[config.mk]
export PLATFORM = sky130hd
export DESIGN_NAME = gpio_task_event_channels_unit
export DESIGN_NICKNAME = d
export VERILOG_FILES = /design/src/rtl/core/gtec_pkg.sv /design/src/rtl/core/gtec_chan.sv /design/src/rtl/core/gtec_irq.sv /design/src/rtl/core/gpio_task_event_channels_unit.sv
export SDC_FILE = /design/constraint.sdc
export NUM_CORES = 1
export LEC_CHECK = 0
export BUFFER_PORTS_ARGS = -buffer_cell sky130_fd_sc_hd__buf_2
export CAP_MARGIN = 20
export CORE_UTILIZATION = 30
export CTS_BUF_LIST = sky130_fd_sc_hd__clkbuf_4
export CTS_CLUSTER_DIAMETER = 80
export DETAILED_ROUTE_END_ITERATION = 8
export SLEW_MARGIN = 40
export SYNTH_ARGS = -nofsm -noshare
export SYNTH_HDL_FRONTEND = slang
export SYNTH_SLANG_ARGS = --single-unit
[constraint.sdc]
create_clock -name clk -period 7.5 [get_ports clk]
set_input_delay 0.75 -clock clk [delete_from_list [all_inputs] [get_ports clk]]
set_output_delay 0.75 -clock clk [all_outputs]
set_load 0.1 [all_outputs]
[src/rtl/core/gtec_pkg.sv]
`timescale 1ns / 1ps

package gtec_pkg;

	localparam int EVT_W    = 9;
	localparam int PORT_BIT = 8;
	localparam int CH_W     = 3;
	localparam int PIN_W    = 5;

	typedef enum logic [3:0] {
		CMD_TASK_OUT     = 4'd0,
		CMD_TASK_SET     = 4'd1,
		CMD_TASK_CLR     = 4'd2,
		CMD_PIN_CHANGE   = 4'd3,
		CMD_PORT_DETECT  = 4'd4,
		CMD_WRITE_CONFIG = 4'd5,
		CMD_INTEN_SET    = 4'd6,
		CMD_INTEN_CLR    = 4'd7,
		CMD_CLEAR_EVENTS = 4'd8
	} cmd_t;

	typedef enum logic [1:0] {
		MODE_DISABLED = 2'd0,
		MODE_EVENT    = 2'd1,
		MODE_TASK     = 2'd2,
		MODE_ILLEGAL  = 2'd3
	} mode_t;

	typedef enum logic [1:0] {
		POL_NONE   = 2'd0,
		POL_RISE   = 2'd1,
		POL_FALL   = 2'd2,
		POL_TOGGLE = 2'd3
	} pol_t;

	typedef struct packed {
		cmd_t             command;
		logic [CH_W-1:0]  channel;
		logic             pin_value;
		mode_t            cfg_mode;
		pol_t             cfg_polarity;
		logic             cfg_outinit;
		logic [PIN_W-1:0] cfg_pin;
		logic             cfg_port;
		logic [EVT_W-1:0] mask;
	} item_t;

	typedef struct packed {
		logic             drive_valid;
		logic             drive_port;
		logic [PIN_W-1:0] drive_pin;
		logic             drive_level;
		logic [EVT_W-1:0] pulse;
	} chan_res_t;

endpackage

[src/rtl/core/gtec_chan.sv]
`timescale 1ns / 1ps

module gtec_chan import gtec_pkg::*; #(
	parameter int CHANNELS = 8
) (
	input  logic      clk,
	input  logic      arst_n,
	input  logic      en,
	input  item_t     item,
	output chan_res_t res
);

	localparam int IDXW = (CHANNELS > 1) ? $clog2(CHANNELS) : 1;
	localparam logic [CH_W:0] CH_LIMIT = (CH_W + 1)'(CHANNELS);

	mode_t            mode_q   [CHANNELS];
	pol_t             pol_q    [CHANNELS];
	logic [PIN_W-1:0] pin_q    [CHANNELS];
	logic             port_q   [CHANNELS];
	logic             level_q  [CHANNELS];

	logic             ch_ok;
	logic [IDXW-1:0]  idx;
	mode_t            cur_mode;
	pol_t             cur_pol;
	logic             cur_level;
	logic             cfg_wr;
	logic             level_wr;
	logic             level_nxt;
	logic             hit;

	always_comb begin
		ch_ok     = {1'b0, item.channel} < CH_LIMIT;
		idx       = ch_ok ? item.channel[IDXW-1:0] : '0;
		cur_mode  = mode_q[idx];
		cur_pol   = pol_q[idx];
		cur_level = level_q[idx];
		cfg_wr    = 1'b0;
		level_wr  = 1'b0;
		level_nxt = cur_level;
		hit       = 1'b0;
		res       = '0;
		case (item.command)
			CMD_TASK_OUT: begin
				if (ch_ok && cur_mode == MODE_TASK && cur_pol != POL_NONE) begin
					level_wr = 1'b1;
					case (cur_pol)
						POL_RISE: level_nxt = 1'b1;
						POL_FALL: level_nxt = 1'b0;
						default:  level_nxt = ~cur_level;
					endcase
					res.drive_valid = 1'b1;
				end
			end
			CMD_TASK_SET, CMD_TASK_CLR: begin
				if (ch_ok && cur_mode == MODE_TASK) begin
					level_wr        = 1'b1;
					level_nxt       = (item.command == CMD_TASK_SET);
					res.drive_valid = 1'b1;
				end
			end
			CMD_PIN_CHANGE: begin
				if (ch_ok && cur_mode == MODE_EVENT && cur_pol != POL_NONE) begin
					case (cur_pol)
						POL_RISE: hit = !cur_level && item.pin_value;
						POL_FALL: hit = cur_level && !item.pin_value;
						default:  hit = cur_level != item.pin_value;
					endcase
					level_wr  = 1'b1;
					level_nxt = item.pin_value;
					if (hit) begin
						res.pulse = EVT_W'(1) << item.channel;
					end
				end
			end
			CMD_PORT_DETECT: begin
				res.pulse = EVT_W'(1) << PORT_BIT;
			end
			CMD_WRITE_CONFIG: begin
				if (ch_ok) begin
					cfg_wr = 1'b1;
					if (item.cfg_mode == MODE_EVENT) begin
						level_wr  = 1'b1;
						level_nxt = item.pin_value;
					end else if (item.cfg_mode == MODE_TASK) begin
						level_wr        = 1'b1;
						level_nxt       = item.cfg_outinit;
						res.drive_valid = 1'b1;
					end
				end
			end
			default: begin
			end
		endcase
		if (res.drive_valid) begin
			res.drive_level = level_nxt;
			res.drive_port  = cfg_wr ? item.cfg_port : port_q[idx];
			res.drive_pin   = cfg_wr ? item.cfg_pin : pin_q[idx];
		end
	end

	always_ff @(posedge clk or negedge arst_n) begin
		if (!arst_n) begin
			for (int i = 0; i < CHANNELS; i++) begin
				mode_q[i]  <= MODE_DISABLED;
				pol_q[i]   <= POL_NONE;
				pin_q[i]   <= '0;
				port_q[i]  <= 1'b0;
				level_q[i] <= 1'b0;
			end
		end else if (en) begin
			if (cfg_wr) begin
				mode_q[idx] <= item.cfg_mode;
				pol_q[idx]  <= item.cfg_polarity;
				pin_q[idx]  <= item.cfg_pin;
				port_q[idx] <= item.cfg_port;
			end
			if (level_wr) begin
				level_q[idx] <= level_nxt;
			end
		end
	end

endmodule

[src/rtl/core/gtec_irq.sv]
`timescale 1ns / 1ps

module gtec_irq import gtec_pkg::*; #(
	parameter int CHANNELS = 8
) (
	input  logic             clk,
	input  logic             arst_n,
	input  logic             en,
	input  cmd_t             command,
	input  logic [EVT_W-1:0] mask,
	input  logic [EVT_W-1:0] pulse,
	output logic [EVT_W-1:0] flags,
	output logic             irq
);

	localparam logic [EVT_W-1:0] VALID_MASK =
		EVT_W'((1 << CHANNELS) - 1) | (EVT_W'(1) << PORT_BIT);

	logic [EVT_W-1:0] pending_q;
	logic [EVT_W-1:0] enable_q;
	logic [EVT_W-1:0] enable_nxt;

	always_comb begin
		enable_nxt = enable_q;
		flags      = pending_q;
		case (command)
			CMD_INTEN_SET:    enable_nxt = (enable_q | mask) & VALID_MASK;
			CMD_INTEN_CLR:    enable_nxt = enable_q & ~mask;
			CMD_CLEAR_EVENTS: flags      = pending_q & ~mask;
			default: begin
			end
		endcase
		flags = flags | pulse;
		irq   = |(flags & enable_nxt);
	end

	always_ff @(posedge clk or negedge arst_n) begin
		if (!arst_n) begin
			pending_q <= '0;
			enable_q  <= '0;
		end else if (en) begin
			pending_q <= flags;
			enable_q  <= enable_nxt;
		end
	end

endmodule

[src/rtl/core/gpio_task_event_channels_unit.sv]
`timescale 1ns / 1ps
// Each word passes the input register, then the result register, to the output.
// Throughput: one word per cycle; the input register and the result register each
// hold one word, and a stalled output holds back the input only when both are full.
// Reset: arst_n clears all channel settings, levels, pending events and interrupt
// enables to zero, and empties both registers.

module gpio_task_event_channels_unit import gtec_pkg::*; #(
	parameter int CHANNELS = 8
) (
	input  logic        clk,
	input  logic        arst_n,
	input  logic        s_tvalid,
	output logic        s_tready,
	// channel, pin_value, cfg_mode, cfg_polarity, cfg_outinit, cfg_pin, cfg_port, mask
	input  logic [23:0] s_tdata,
	// command
	input  logic [3:0]  s_tuser,
	output logic        m_tvalid,
	input  logic        m_tready,
	// drive_valid, drive_port, drive_pin, drive_level, event_pulse, event_flags,
	// irq_line, zero fill
	output logic [31:0] m_tdata
);

	item_t            item_in;
	item_t            item_s1;
	logic             valid_s1;
	logic             advance;
	chan_res_t        chan_res;
	logic [EVT_W-1:0] flags;
	logic             irq;

	logic             out_valid_q;
	chan_res_t        res_q;
	logic [EVT_W-1:0] flags_q;
	logic             irq_q;

	always_comb begin
		item_in.command      = cmd_t'(s_tuser);
		item_in.channel      = s_tdata[2:0];
		item_in.pin_value    = s_tdata[3];
		item_in.cfg_mode     = mode_t'(s_tdata[5:4]);
		item_in.cfg_polarity = pol_t'(s_tdata[7:6]);
		item_in.cfg_outinit  = s_tdata[8];
		item_in.cfg_pin      = s_tdata[13:9];
		item_in.cfg_port     = s_tdata[14];
		item_in.mask         = s_tdata[23:15];
	end

	assign advance  = valid_s1 && (!out_valid_q || m_tready);
	assign s_tready = !valid_s1 || advance;

	always_ff @(posedge clk or negedge arst_n) begin
		if (!arst_n) begin
			valid_s1 <= 1'b0;
		end else if (s_tready) begin
			valid_s1 <= s_tvalid;
		end
	end

	always_ff @(posedge clk) begin
		if (s_tready && s_tvalid) begin
			item_s1 <= item_in;
		end
	end

	gtec_chan #(
		.CHANNELS(CHANNELS)
	) u_chan (
		.clk    (clk),
		.arst_n (arst_n),
		.en     (advance),
		.item   (item_s1),
		.res    (chan_res)
	);

	gtec_irq #(
		.CHANNELS(CHANNELS)
	) u_irq (
		.clk     (clk),
		.arst_n  (arst_n),
		.en      (advance),
		.command (item_s1.command),
		.mask    (item_s1.mask),
		.pulse   (chan_res.pulse),
		.flags   (flags),
		.irq     (irq)
	);

	always_ff @(posedge clk or negedge arst_n) begin
		if (!arst_n) begin
			out_valid_q <= 1'b0;
		end else if (advance) begin
			out_valid_q <= 1'b1;
		end else if (m_tready) begin
			out_valid_q <= 1'b0;
		end
	end

	always_ff @(posedge clk) begin
		if (advance) begin
			res_q   <= chan_res;
			flags_q <= flags;
			irq_q   <= irq;
		end
	end

	assign m_tvalid = out_valid_q;
	assign m_tdata  = {5'd0, irq_q, flags_q, res_q.pulse, res_q.drive_level,
		res_q.drive_pin, res_q.drive_port, res_q.drive_valid};

	a_pulse_pending: assert property (@(posedge clk) disable iff (!arst_n)
		m_tvalid |-> ((m_tdata[16:8] & ~m_tdata[25:17]) == '0))
		else $error("raised event missing from pending flags");

	a_pulse_single: assert property (@(posedge clk) disable iff (!arst_n)
		m_tvalid |-> $onehot0(m_tdata[16:8]))
		else $error("more than one event raised by one word");

	a_drive_zero: assert property (@(posedge clk) disable iff (!arst_n)
		(m_tvalid && !m_tdata[0]) |-> (m_tdata[7:1] == '0))
		else $error("drive fields set without a drive");

	a_drain: assert property (@(posedge clk) disable iff (!arst_n)
		(valid_s1 && !m_tvalid) |=> m_tvalid)
		else $error("held word did not move to the result register");

endmodule

Word level (Yosys, flattened, before mapping)

Index checks and enable logic that the tools add are counted.

Order comparisons: 2
Eq/ne operators: 15
Shift-type cells: 1
Mux-type cells: 54
Bitwise operators: 8
Reductions and logical operators: 20

Operators by type and width:

| operator              | number |
|---|---|
| $bwmux W40            | 1 |
| $pmux W9 S2           | 2 |
| $bwmux W16            | 2 |
| $and A9 B9 Y9         | 3 |
| $mux W9               | 3 |
| $mux W1               | 22 |
| $mux W5               | 4 |
| $or A9 B9 Y9          | 2 |
| $bwmux W8             | 2 |
| $eq A4 B3 Y1 const B  | 4 |
| $bmux W5 S3           | 1 |
| $demux W5 S3          | 1 |
| $bmux W2 S3           | 2 |
| $mux W2               | 5 |
| $not A9 Y9            | 1 |
| $reduce_or A9 Y1      | 1 |
| $shl A1 B3 Y9 const A | 1 |
| $eq A4 B2 Y1 const B  | 2 |
| $pmux W1 S4           | 2 |
| $logic_and A1 B1 Y1   | 7 |
| $bmux W1 S3           | 2 |
| $demux W2 S3          | 1 |
| $eq A2 B1 Y1 const B  | 3 |
| $eq A2 B2 Y1 const B  | 3 |
| other kinds (16)      | 23 |

Flip-flop bits (word level): 163
Input bits: 32
Output and inout bits: 34
Word-level logic and storage cells: 160

Longest topological paths before layout

Gate-level depths: netlist of run 1.

Depth after elaboration: 15
Mapped depth: 14
Gate-level depth less buffers: 10

By module

Synthesis of run 1 repeated with hierarchy kept, for this count alone.

Cells, all modules: 539
Area total of the unflattened synthesis: 7387.1 µm²

Modules (own cells, without submodules):

| module                        | instances | cells each | area an instance (µm²) | sequential area each (µm²) |
|---|---|---|---|---|
| gtec_chan                     | 1         | 360        | 4563.1                 | 2202.1 |
| gpio_task_event_channels_unit | 1         | 70         | 1804.2                 | 1701.6 |
| gtec_irq                      | 1         | 109        | 1019.7                 | 450.4 |

Worst setup path after synthesis of run 1

No wires, ideal clock.

Kind: register to register
Start: register item_s1[21] in the netlist's numbering
End: register irq_q (data pin)
Setup time: 0.268 ns
Data arrival time: 2.828 ns
Slack: 4.403 ns
Stages on the path, launching flop included: 14
Buffers on the path: 3
Period minus slack after synthesis: 3.097 ns
Path through: edfxtp_1 -> buf_2 -> buf_2 -> mux4_2 -> mux2i_1 -> inv_1 -> ha_1 -> a221oi_1 -> a21oi_1 -> nand3_1 -> buf_2 -> o21ai_0 -> a22oi_1 -> o211ai_1

Word-level cells in the longest chain between the ends: 15
Elaborated cells between the ends (all ways): 29
Classes of those cells: eq/ne (4); shift (1); mux (15); bitwise (3); reduce/logical (6)

Ends and longest elaborated chain:

| element                                    | line                                              | source |
|---|---|---|
| start, declared                            | gpio_task_event_channels_unit.sv:27               | `item_t item_s1;` |
| start signal, assigned                     | gpio_task_event_channels_unit.sv:64               | `item_s1 <= item_in;` |
| $not A3 Y4 (not written as such)           | gtec_chan.sv:35, gtec_chan.sv:36, gtec_chan.sv:37 |  |
| $bmux W1 S3                                | gtec_chan.sv:37                                   | `cur_level = level_q[idx];` |
| $mux W1 (not written as such) (2 in a row) | gtec_chan.sv:37                                   |  |
| $logic_not A1 Y1                           | gtec_chan.sv:65                                   | `POL_RISE: hit = !cur_level && item.pin_value;` |
| $logic_and A1 B1 Y1                        | gtec_chan.sv:65                                   |  |
| $pmux W1 S2                                | gtec_chan.sv:64                                   | `case (cur_pol)` |
| $mux W1                                    | gtec_chan.sv:63                                   | `if (ch_ok && cur_mode == MODE_EVENT && cur_pol != POL_NONE) begin` |
| $mux W1                                    | gtec_chan.sv:43                                   | `case (item.command)` |
| $mux W9                                    | gtec_chan.sv:71                                   | `if (hit) begin` |
| $mux W9 (*)                                | gtec_chan.sv:63                                   |  |
| $pmux W9 S2 (*)                            | gtec_chan.sv:43                                   |  |
| $or A9 B9 Y9 (*)                           | gtec_irq.sv:33                                    | `flags = flags \| pulse;` |
| via flags[6]                               | gpio_task_event_channels_unit.sv:31               | `logic [EVT_W-1:0] flags;` |
| $and A9 B9 Y9 (*)                          | gtec_irq.sv:34                                    | `irq = \|(flags & enable_nxt);` |
| $reduce_or A9 Y1 (*)                       | gtec_irq.sv:34                                    |  |
| via irq                                    | gpio_task_event_channels_unit.sv:32               | `logic irq;` |
| end signal, assigned                       | gpio_task_event_channels_unit.sv:105              | `irq_q <= irq;` |
| end, declared                              | gpio_task_event_channels_unit.sv:37               | `logic irq_q;` |

The timed path passes the listed nets; every way through them passes the cells marked *. The select of a mux whose other input is x is not followed.
A chain may end at the register's enable or synchronous reset.

Final worst setup path of run 1

Same ends and word-level chain as after synthesis.

==> flow_summary.ini, run 1 <==
[logic_synthesis]
synthCells = 570
ys_warn_count = 0
synth.avg_cell_area_um2 = 13.0
synth_largest_area_cell = dfrtp_1
synthArstFlopShare_pct = 66.3
ys_ff_latch = 163
synth-edff-count = 55
ys.flop_type = dfrtp_1
synthesis.area_um2 = 7440
synth.top_cell.area_share_pct = 36.3
ys_top_cells_by_area = dfrtp_1, edfxtp_1, mux2_2
yosysSeqAreaShare_pct = 58.5
yosysUniqueCellTypes = 57

[floorplanning]
pin_count = 66
dieHeight_um = 159
dieWidth_um = 159
num_rows = 57
die_area_um2 = 25400
core_um2 = 24300
start_util_pct = 30.6

[setup_path]
critPathTopFamily = compound AO/OA/AOI/OAI gates
timing.critical_path.buf_inv = 2
timing.critical_path.from = item_s1[21]$_DFFE_PP_
criticalPathCategory = reg2reg
crit_path_max_incr_delay_ps = 560
cpMaxStageDelayCell = mux4_2
cp.arrival_ps = 3900
cp.required_ps = 7900
worstSetupStartpointType = register
critPathMaxFanout = 30
cp_cell_sequence = buf_4 -> mux4_2 -> mux2i_1 -> ha_1 -> inv_1 -> a221oi_1 -> a21oi_1 -> nand3_1 -> o31ai_1 -> a22oi_1 -> o211ai_1
r2r-start = item_s1[21]$_DFFE_PP_
r2r_slack_ps = 4000
endpoint_kind = register

[routing]
postRouteAntennaNets = 0
first_iter_violations = 236
route.detailed.drc = 0
dr.pass1.iters = 4
num_vias = 4655
finalWirelength_um = 15800
wl_per_cell_um = 16.5
via_per_inst = 4.85

[cts]
clock_sinks = 163
hold_buffers = 0
cts_tree = yes
root_buffer = clkbuf_4
htreeDepth = 4
clk_pin_slew_worst_paths_ps = 150
cts_buffers = 17
clock_latency_ps = 570
ctsResizeCount = 0
clockBufferDepth = 2
cts_setup_buffers = 0

[job]
cap_viol_max_count = 0

[placement]
hpwl_um = 10500
place_area_um2 = 8050
gp_congestion = 0.818
port_buffers = 60

[sta]
slew_viol_final = 0
timing.final.hold_violations = 0
rsz0062_at_grt = false
timing.setup.tns_ps = 0
skew_ps = 20.6
tightest_slew_ps = 812
final.period_utilization_pct = 46.7
setup_viol = 0
whs_ps = 171
timing.fmax_ghz = 0.286
period_needed_ps = 3500
maxSlewHeadroom_pct = 45.7

[pwr]
p_leak_nw = 3.71
vdd_ir_drop_max_mv = 0.105
power_density_nw_per_um2 = 236

[final_layout]
area_delta_synth_final_pct = 13.1
num-nets-final = 661
n_fill_cell = 2398
final_common_cell = dfrtp_1
drive_above_1_share_pct = 31.7
final_cell_mix = dfrtp_1, mux2_2, nand2_1
final_area_um2 = 8410

[grt]
grt_pass1_vias = 4668
grt_max_degree = 66
grt_overflow = 0
antenna_found_initial = 1
grtUsageTotal_pct = 13.2
grt_pass1_wl_um = 26000

[outcome]
run_status = finished clean

[worst_hold_path]
hold_path_class = in2async
==> registers in the layout, summed over array words and instances (netlist names) <==
| register | count |
|---|---|
| m_tvalid | 1 |
| valid_s1 | 1 |
| u_chan.mode_q | 16 |
| u_chan.pin_q | 40 |
| irq_q | 1 |
| m_tdata | 17 |
| u_chan.level_q | 8 |
| flags_q | 9 |
| u_irq.enable_q | 9 |
| u_chan.pol_q | 16 |
| u_irq.pending_q | 9 |
| item_s1 | 28 |
| u_chan.port_q | 8 |
==> synthesized netlist by cell type (2+ instances only) <==
| cell type | number |
|---|---|
| a211oi_1 | 7 |
| a21o_1 | 5 |
| a21oi_1 | 12 |
| a22o_1 | 20 |
| a22oi_1 | 7 |
| a31oi_1 | 9 |
| and2_1 | 2 |
| and3_1 | 3 |
| buf_1 | 8 |
| buf_2 | 6 |
| buf_4 | 6 |
| clkbuf_1 | 19 |
| dfrtp_1 | 108 |
| edfxtp_1 | 55 |
| ha_1 | 8 |
| inv_1 | 11 |
| mux2_2 | 71 |
| mux2i_1 | 15 |
| mux4_2 | 18 |
| nand2_1 | 70 |
| nand2b_1 | 6 |
| nand3_1 | 8 |
| nand3b_1 | 3 |
| nor2_1 | 22 |
| nor2b_1 | 4 |
| nor3_1 | 7 |
| nor3b_1 | 4 |
| o21ai_0 | 25 |
| o22ai_1 | 2 |
| or2_2 | 2 |
==> path summary, 6_finish.rpt <==
| path | endpoint | cells past startpoint |
|---|---|---|
| max in group asynchronous | u_chan.pol_q[0]$_DFFE_PN0P_ | 2 |
| worst max register to register | irq_q$_DFFE_PP_ | 11 |
| min in group clk | item_s1[14]$_DFFE_PP_ | 1 |
| worst min register to register | u_chan.mode_q[15]$_DFFE_PN0P_ | 2 |
| worst max-delay path | irq_q$_DFFE_PP_ | 11 |
| worst min-delay path | u_chan.pin_q[10]$_DFFE_PN0P_ | 1 |
==> metrics by stage <==
stage | utilization [%] | worst slack, ps | total power, mW | instances
2_1_floorplan | - | 4400 | 1.31 | 574
3_3_place_gp | 33.1 | 4010 | 1.38 | 926
3_5_place_dp | 33.1 | 4000 | 1.39 | 926
4_1_cts | 34.5 | 3950 | 2.01 | 958
5_1_grt | 34.6 | 3700 | 2.08 | 959
6_report | 34.6 | 4000 | 1.98 | 959
==> final cells by class <==
cell class                      count  area, um^2  area share (%)
Antenna cell                        1        2.50          0.0298
Multi-Input combinational cell    359        2890            34.3
Timing Repair Buffer               68         367            4.36
Inverter                           12        45.0           0.536
Clock buffer                       17         128            1.52
Clock inverter                     15         220            2.62
Sequential cell                   163        4350            51.8
Tap cell                          324         405            4.82
==> per-layer routing <==
| layer | routed length (um) | vias to the layer above | GRT usage (%) | share of wire [%] |
|---|---|---|---|---|
| li1 | - | 2207 | - | - |
| met2 | 7830 | 94 | 21.7 | 49 |
| met1 | 7290 | 2336 | 17.4 | 46 |
| met3 | 523 | 18 | 2.79 | 3.3 |
| met5 | 0 | - | 0 | 0 |
| met4 | 209 | 0 | 4.50 | 1.3 |
==> power by group <==
part | total (mW) | switching [mW] | leakage, nW | internal, mW
Combinational | 0.319 | 0.205 | 1.53 | 0.114
Sequential | 1.05 | 0.0499 | 2.00 | 1.00
Clock | 0.614 | 0.339 | 0.182 | 0.275
Total | 1.98 | 0.594 | 3.71 | 1.39
==> worst reg2reg max path: stages, from the launching register on <==
cell and delay, ps:
edfxtp_1 350, buf_4 420, mux4_2 570, mux2i_1 280, ha_1 320, inv_1 80, a221oi_1 50, a21oi_1 160
nand3_1 360, o31ai_1 490, a22oi_1 160, o211ai_1 120
==> logic make-up after synthesis <==
logic type,share of synthesized area [%]
fa+ha+maj,1.35
simple gates,8.53
flops,58.5
mux,18.5
buf+inv,3.13
compound gates,9.88
other cells,0.0504
Power figures use the tool's default switching activity.
==> inputs of run 2 (changes only) <==
Clock period 7.5 ns to 2.92 ns, I/O delays scaled along.
==> run 2 against run 1 <==
Compared with the run above: flip-flop and latch count is the same; via count grew 4.5%; sequential share of layout area shrank 3.7 points; critical path depth grew 1; final area grew 7.7%; worst setup slack lost 3900 ps; combinational power grew to 2.9 times the previous value; worst hold slack gained 71 ps; sequential power grew to 2.6 times the previous value; non-clock buffer count grew 70; critical endpoint is now u_irq.pending_q[4]$_DFFE_PN0P_; final cell count grew 7.3%.
==> flow_summary.ini, run 2 (same netlist as run 1, synthesis figures left out) <==
[final_layout]
fin_util_pct = 37.2
num-nets-final = 731
final_cell_mix = dfrtp_1, mux2_2, nand2_1
final_cells = 1029
top_register = u_chan.pin_q
final_area_um2 = 9050
area_delta_synth_final_pct = 21.8
final_common_cell = dfrtp_1
largest_register_ffs = 40
drive_above_1_share_pct = 34.5

[placement]
pre_cts_ws_ps = -28.5
hpwl_um = 11100
place_area_um2 = 8330
dp.cells = 957
port_buffers = 60
gp_congestion = 0.814

[routing]
via_per_inst = 4.73
num_vias = 4865
route.detailed.drc = 0
postRouteAntennaNets = 0
finalWirelength_um = 16700
first_iter_violations = 278
dr.pass1.iters = 4
wl_per_cell_um = 16.3

[setup_path]
cp.arrival_ps = 3270
critPathTopFamily = multiplexers
cp_cell_sequence = buf_12 -> mux4_2 -> mux2i_4 -> inv_2 -> ha_1 -> a221oi_2 -> a21oi_1 -> nand3_1 -> buf_12 -> nor2_1 -> or2_1 -> mux2_2
endpoint_kind = register
cp.required_ps = 3390
criticalPathCategory = reg2reg
cp_common_cell = buf_12
crit_path_max_incr_delay_ps = 530
cpMaxStageDelayCell = mux4_2
critPathMaxFanout = 11
timing.critical_path.from = item_s1[22]$_DFFE_PP_
worstSetupStartpointType = register
r2r-start = item_s1[22]$_DFFE_PP_
timing.critical_path.buf_inv = 3

[cts]
cts_buffers = 17
clk_pin_slew_worst_paths_ps = 130
root_buffer = clkbuf_4
clock_latency_ps = 580
clockBufferDepth = 2
htreeDepth = 4
cts_tree = yes
clock_sinks = 163

[sta]
maxSlewHeadroom_pct = 60.6
setup_viol = 0
whs_ps = 242
skew_ps = 20.1
final.period_utilization_pct = 96.1
period_needed_ps = 2810
slew_viol_final = 0
tightest_slew_ps = 592
timing.setup.tns_ps = 0
setup_ws_ps = 113
timing.final.hold_violations = 0
timing.fmax_ghz = 0.356

[pwr]
p_leak_nw = 4.04
vdd_ir_drop_max_mv = 0.211
power_density_nw_per_um2 = 560
total_power_mw = 5.07

[grt]
grt_overflow = 0
grt_max_degree = 58
grt_pass1_vias = 5002
grtUsageTotal_pct = 14.0
grt_pass1_wl_um = 27600
antenna_found_initial = 1

[floorplanning]
dieWidth_um = 159
die_area_um2 = 25400
pin_count = 66
core_um2 = 24300
start_util_pct = 30.6
num_rows = 57
dieHeight_um = 159

[worst_hold_path]
hold_path_class = in2async

[job]
cap_viol_max_count = 0

[outcome]
run_status = finished clean
==> run 2: path summary, 6_finish.rpt <==
| path | end | slack [ps] | cells after the start |
|---|---|---|---|
| min | u_chan.pin_q[16]$_DFFE_PN0P_ | 240 | 2 |
| max reg2reg | u_irq.pending_q[4]$_DFFE_PN0P_ | 110 | 12 |
| min in group clk | item_s1[12]$_DFFE_PP_ | 410 | 2 |
| max in group asynchronous | u_chan.pol_q[8]$_DFFE_PN0P_ | 1990 | 3 |
| min reg2reg | u_irq.pending_q[6]$_DFFE_PN0P_ | 500 | 2 |
| max | u_irq.pending_q[4]$_DFFE_PN0P_ | 110 | 12 |
==> run 2: metal layers <==
metal | share of wire, % | GRT usage [%] | wire length [um] | vias to the layer above
met5 | 0 | 0 | 0 | -
met4 | 1.5 | 4.68 | 251 | 0
met3 | 3.0 | 3.13 | 507 | 21
met2 | 49 | 23.0 | 8250 | 74
met1 | 46 | 18.2 | 7730 | 2430
li1 | - | - | - | 2340
==> run 2: worst register-to-register path, delay by kind of cell, from the launching register on <==
family | cells | cell delay, ps
mux | 3 | 1000
buf+inv | 3 | 380
simple gates | 3 | 430
fa+ha+maj | 1 | 190
flops | 1 | 400
compound gates | 2 | 310
==> run 2: timing repair <==
item	in CTS	in global routing
pin swaps	0	3
buffers inserted	2	5
resized for setup	0	7
hold buffers	32	0
setup endpoints to repair	2	19
hold endpoints to repair	69	0
==> run 2: final cells by class <==
type | count | area [um^2]
fill | 2379 | 15300
clock inverter | 12 | 154
antenna | 1 | 2.50
timing repair buffer | 138 | 1030
inverter | 12 | 45.0
tap | 324 | 405
multi-input combinational | 359 | 2910
sequential | 163 | 4360
clock buffer | 20 | 150
==> run 2: report_power, final <==
| part | switching (mW) | internal (mW) |
|---|---|---|
| Combinational | 0.547 | 0.365 |
| Clock | 0.824 | 0.629 |
| Sequential | 0.130 | 2.57 |
| Total | 1.50 | 3.57 |
==> inputs of run 3 (changes only) <==
Settings changed: REMOVE_ABC_BUFFERS set to 1.
==> run 3 against run 2 <==
Compared with the run above: via count rose by 0.12%; total power decreased by 4.4%; sequential share of layout area is 0.47 points higher; clock skew is 4.5 ps higher; wire length fell by 2.4%; die area stayed put; critical path depth stayed put; sequential power about the same; largest power group unchanged; final cell count decreased by 0.58%.
==> flow_summary.ini, run 3 (same netlist as run 1, synthesis figures left out) <==
[setup_path]
cp.required_ps = 3380
r2r_slack_ps = 170
cp.arrival_ps = 3210
cp.depth = 12
critPathMaxFanout = 8
crit_path_max_incr_delay_ps = 560
crit_end = u_irq.pending_q[0]$_DFFE_PN0P_
rr_worst_depth = 12
cp_cell_sequence = buf_4 -> mux4_2 -> mux2i_4 -> inv_2 -> ha_1 -> a221oi_2 -> a21oi_2 -> nand3_2 -> buf_4 -> nor2b_1 -> a21o_1 -> mux2_2
worstSetupStartpointType = register
cpMaxStageDelayCell = mux4_2
timing.critical_path.buf_inv = 3
cp_common_cell = buf_4
r2r-start = item_s1[22]$_DFFE_PP_
endpoint_kind = register
r2r_end = u_irq.pending_q[0]$_DFFE_PN0P_
critPathTopFamily = multiplexers
timing.critical_path.from = item_s1[22]$_DFFE_PP_
criticalPathCategory = reg2reg

[sta]
whs_ps = 250
setup_ws_ps = 169
timing.final.hold_violations = 0
tightest_slew_ps = 553
rsz0062_at_grt = true
timing.fmax_ghz = 0.363
maxSlewHeadroom_pct = 63.2
period_needed_ps = 2750
timing.setup.tns_ps = 0
final.period_utilization_pct = 94.2
setup_viol = 0
skew_ps = 24.6
slew_viol_final = 0

[placement]
port_buffers = 60
pre_cts_ws_ps = -80.6
gp_congestion = 0.797
dp.cells = 955
hpwl_um = 11200

[routing]
dr.pass1.iters = 5
wl_per_cell_um = 16.0
postRouteAntennaNets = 0
via_per_inst = 4.76
num_vias = 4871
first_iter_violations = 229
route.detailed.drc = 0
finalWirelength_um = 16300

[final_layout]
num-nets-final = 725
top_register = u_chan.pin_q
final_cell_mix = dfrtp_1, mux2_2, nand2_1
final_common_cell = dfrtp_1
final_cells = 1023
n_fill_cell = 2355
area_delta_synth_final_pct = 20.5
drive_above_1_share_pct = 33.8
fin_util_pct = 36.9
largest_register_ffs = 40

[cts]
htreeDepth = 4
clock_sinks = 163
clock_latency_ps = 560
clockBufferDepth = 2
cts_tree = yes
cts_buffers = 17
clk_pin_slew_worst_paths_ps = 130
root_buffer = clkbuf_4

[pwr]
vdd_ir_drop_max_mv = 0.212
power_density_nw_per_um2 = 540
p_leak_nw = 3.96

[grt]
grtUsageTotal_pct = 13.6
grt_pass1_vias = 4927
grt_max_degree = 52
grt_overflow = 0
grt_pass1_wl_um = 26700
antenna_found_initial = 1

[floorplanning]
dieHeight_um = 159
num_rows = 57
start_util_pct = 30.6
core_um2 = 24300
pin_count = 66
die_area_um2 = 25400
dieWidth_um = 159

[job]
cap_viol_max_count = 0

[outcome]
run_status = finished clean

[worst_hold_path]
hold_path_class = in2async
run 3: how the worst min path moves through the flow:
stage / slack [ps] / cells after the start / startpoint / endpoint
after floorplan: -4 / 0 / arst_n / m_tvalid$_DFFE_PN0P_
after global placement: 330 / 1 / arst_n / u_irq.enable_q[8]$_DFFE_PN0P_
after detailed placement: 330 / 1 / arst_n / u_irq.enable_q[8]$_DFFE_PN0P_
after CTS: 240 / 2 / arst_n / u_chan.pol_q[0]$_DFFE_PN0P_
after global routing: 250 / 2 / arst_n / valid_s1$_DFFE_PN0N_
final: 250 / 2 / arst_n / valid_s1$_DFFE_PN0N_
run 3: through the flow:
stage / power, mW / cell area (um^2)
floorplan: 3.35 / 7260
global placement: 3.58 / 8290
detailed placement: 3.60 / 8290
CTS: 4.88 / 8890
global route: 5.08 / 8960
finish: 4.84 / 8960
run 3: metal layers:
metal / up-vias / track usage, % / part of all wire (%)
met2: 99 / 21.7 / 48
met1: 2422 / 18.6 / 48
li1: 2339 / - / -
met3: 11 / 2.89 / 3.8
met5: - / 0 / 0
met4: 0 / 3.93 / 0.98
run 3: worst register-to-register path, cell delays in order, from the launching register on:
cell and delay (ps):
edfxtp_1 360, buf_4 200, mux4_2 570, mux2i_4 180, inv_2 70, ha_1 190
a221oi_2 260, a21oi_2 70, nand3_2 150, buf_4 150, nor2b_1 50, a21o_1 170
mux2_2 260
run 3: power by group:
group	internal, mW	switching (mW)	total (mW)
clock network	0.439	0.803	1.24
registers	2.57	0.131	2.70
logic	0.359	0.540	0.899
total	3.37	1.47	4.84
run 3: layout make-up:
class	instances	area (um^2)	area share, %
Antenna cell	1	2.50	0.0279
Clock buffer	19	143	1.59
Clock inverter	13	108	1.20
Inverter	12	45.0	0.502
Multi-Input combinational cell	359	2930	32.7
Sequential cell	163	4350	48.6
Tap cell	324	405	4.52
Timing Repair Buffer	132	977	10.9
run 3: what timing repair did:
action | 4_1_cts | 5_1_grt
gates cloned | 0 | 0
pin swaps | 0 | 4
hold buffers | 32 | 0
setup endpoints to repair | 14 | 24
gates resized for setup | 4 | 8
buffers inserted | 1 | 2
hold endpoints to repair | 67 | 0
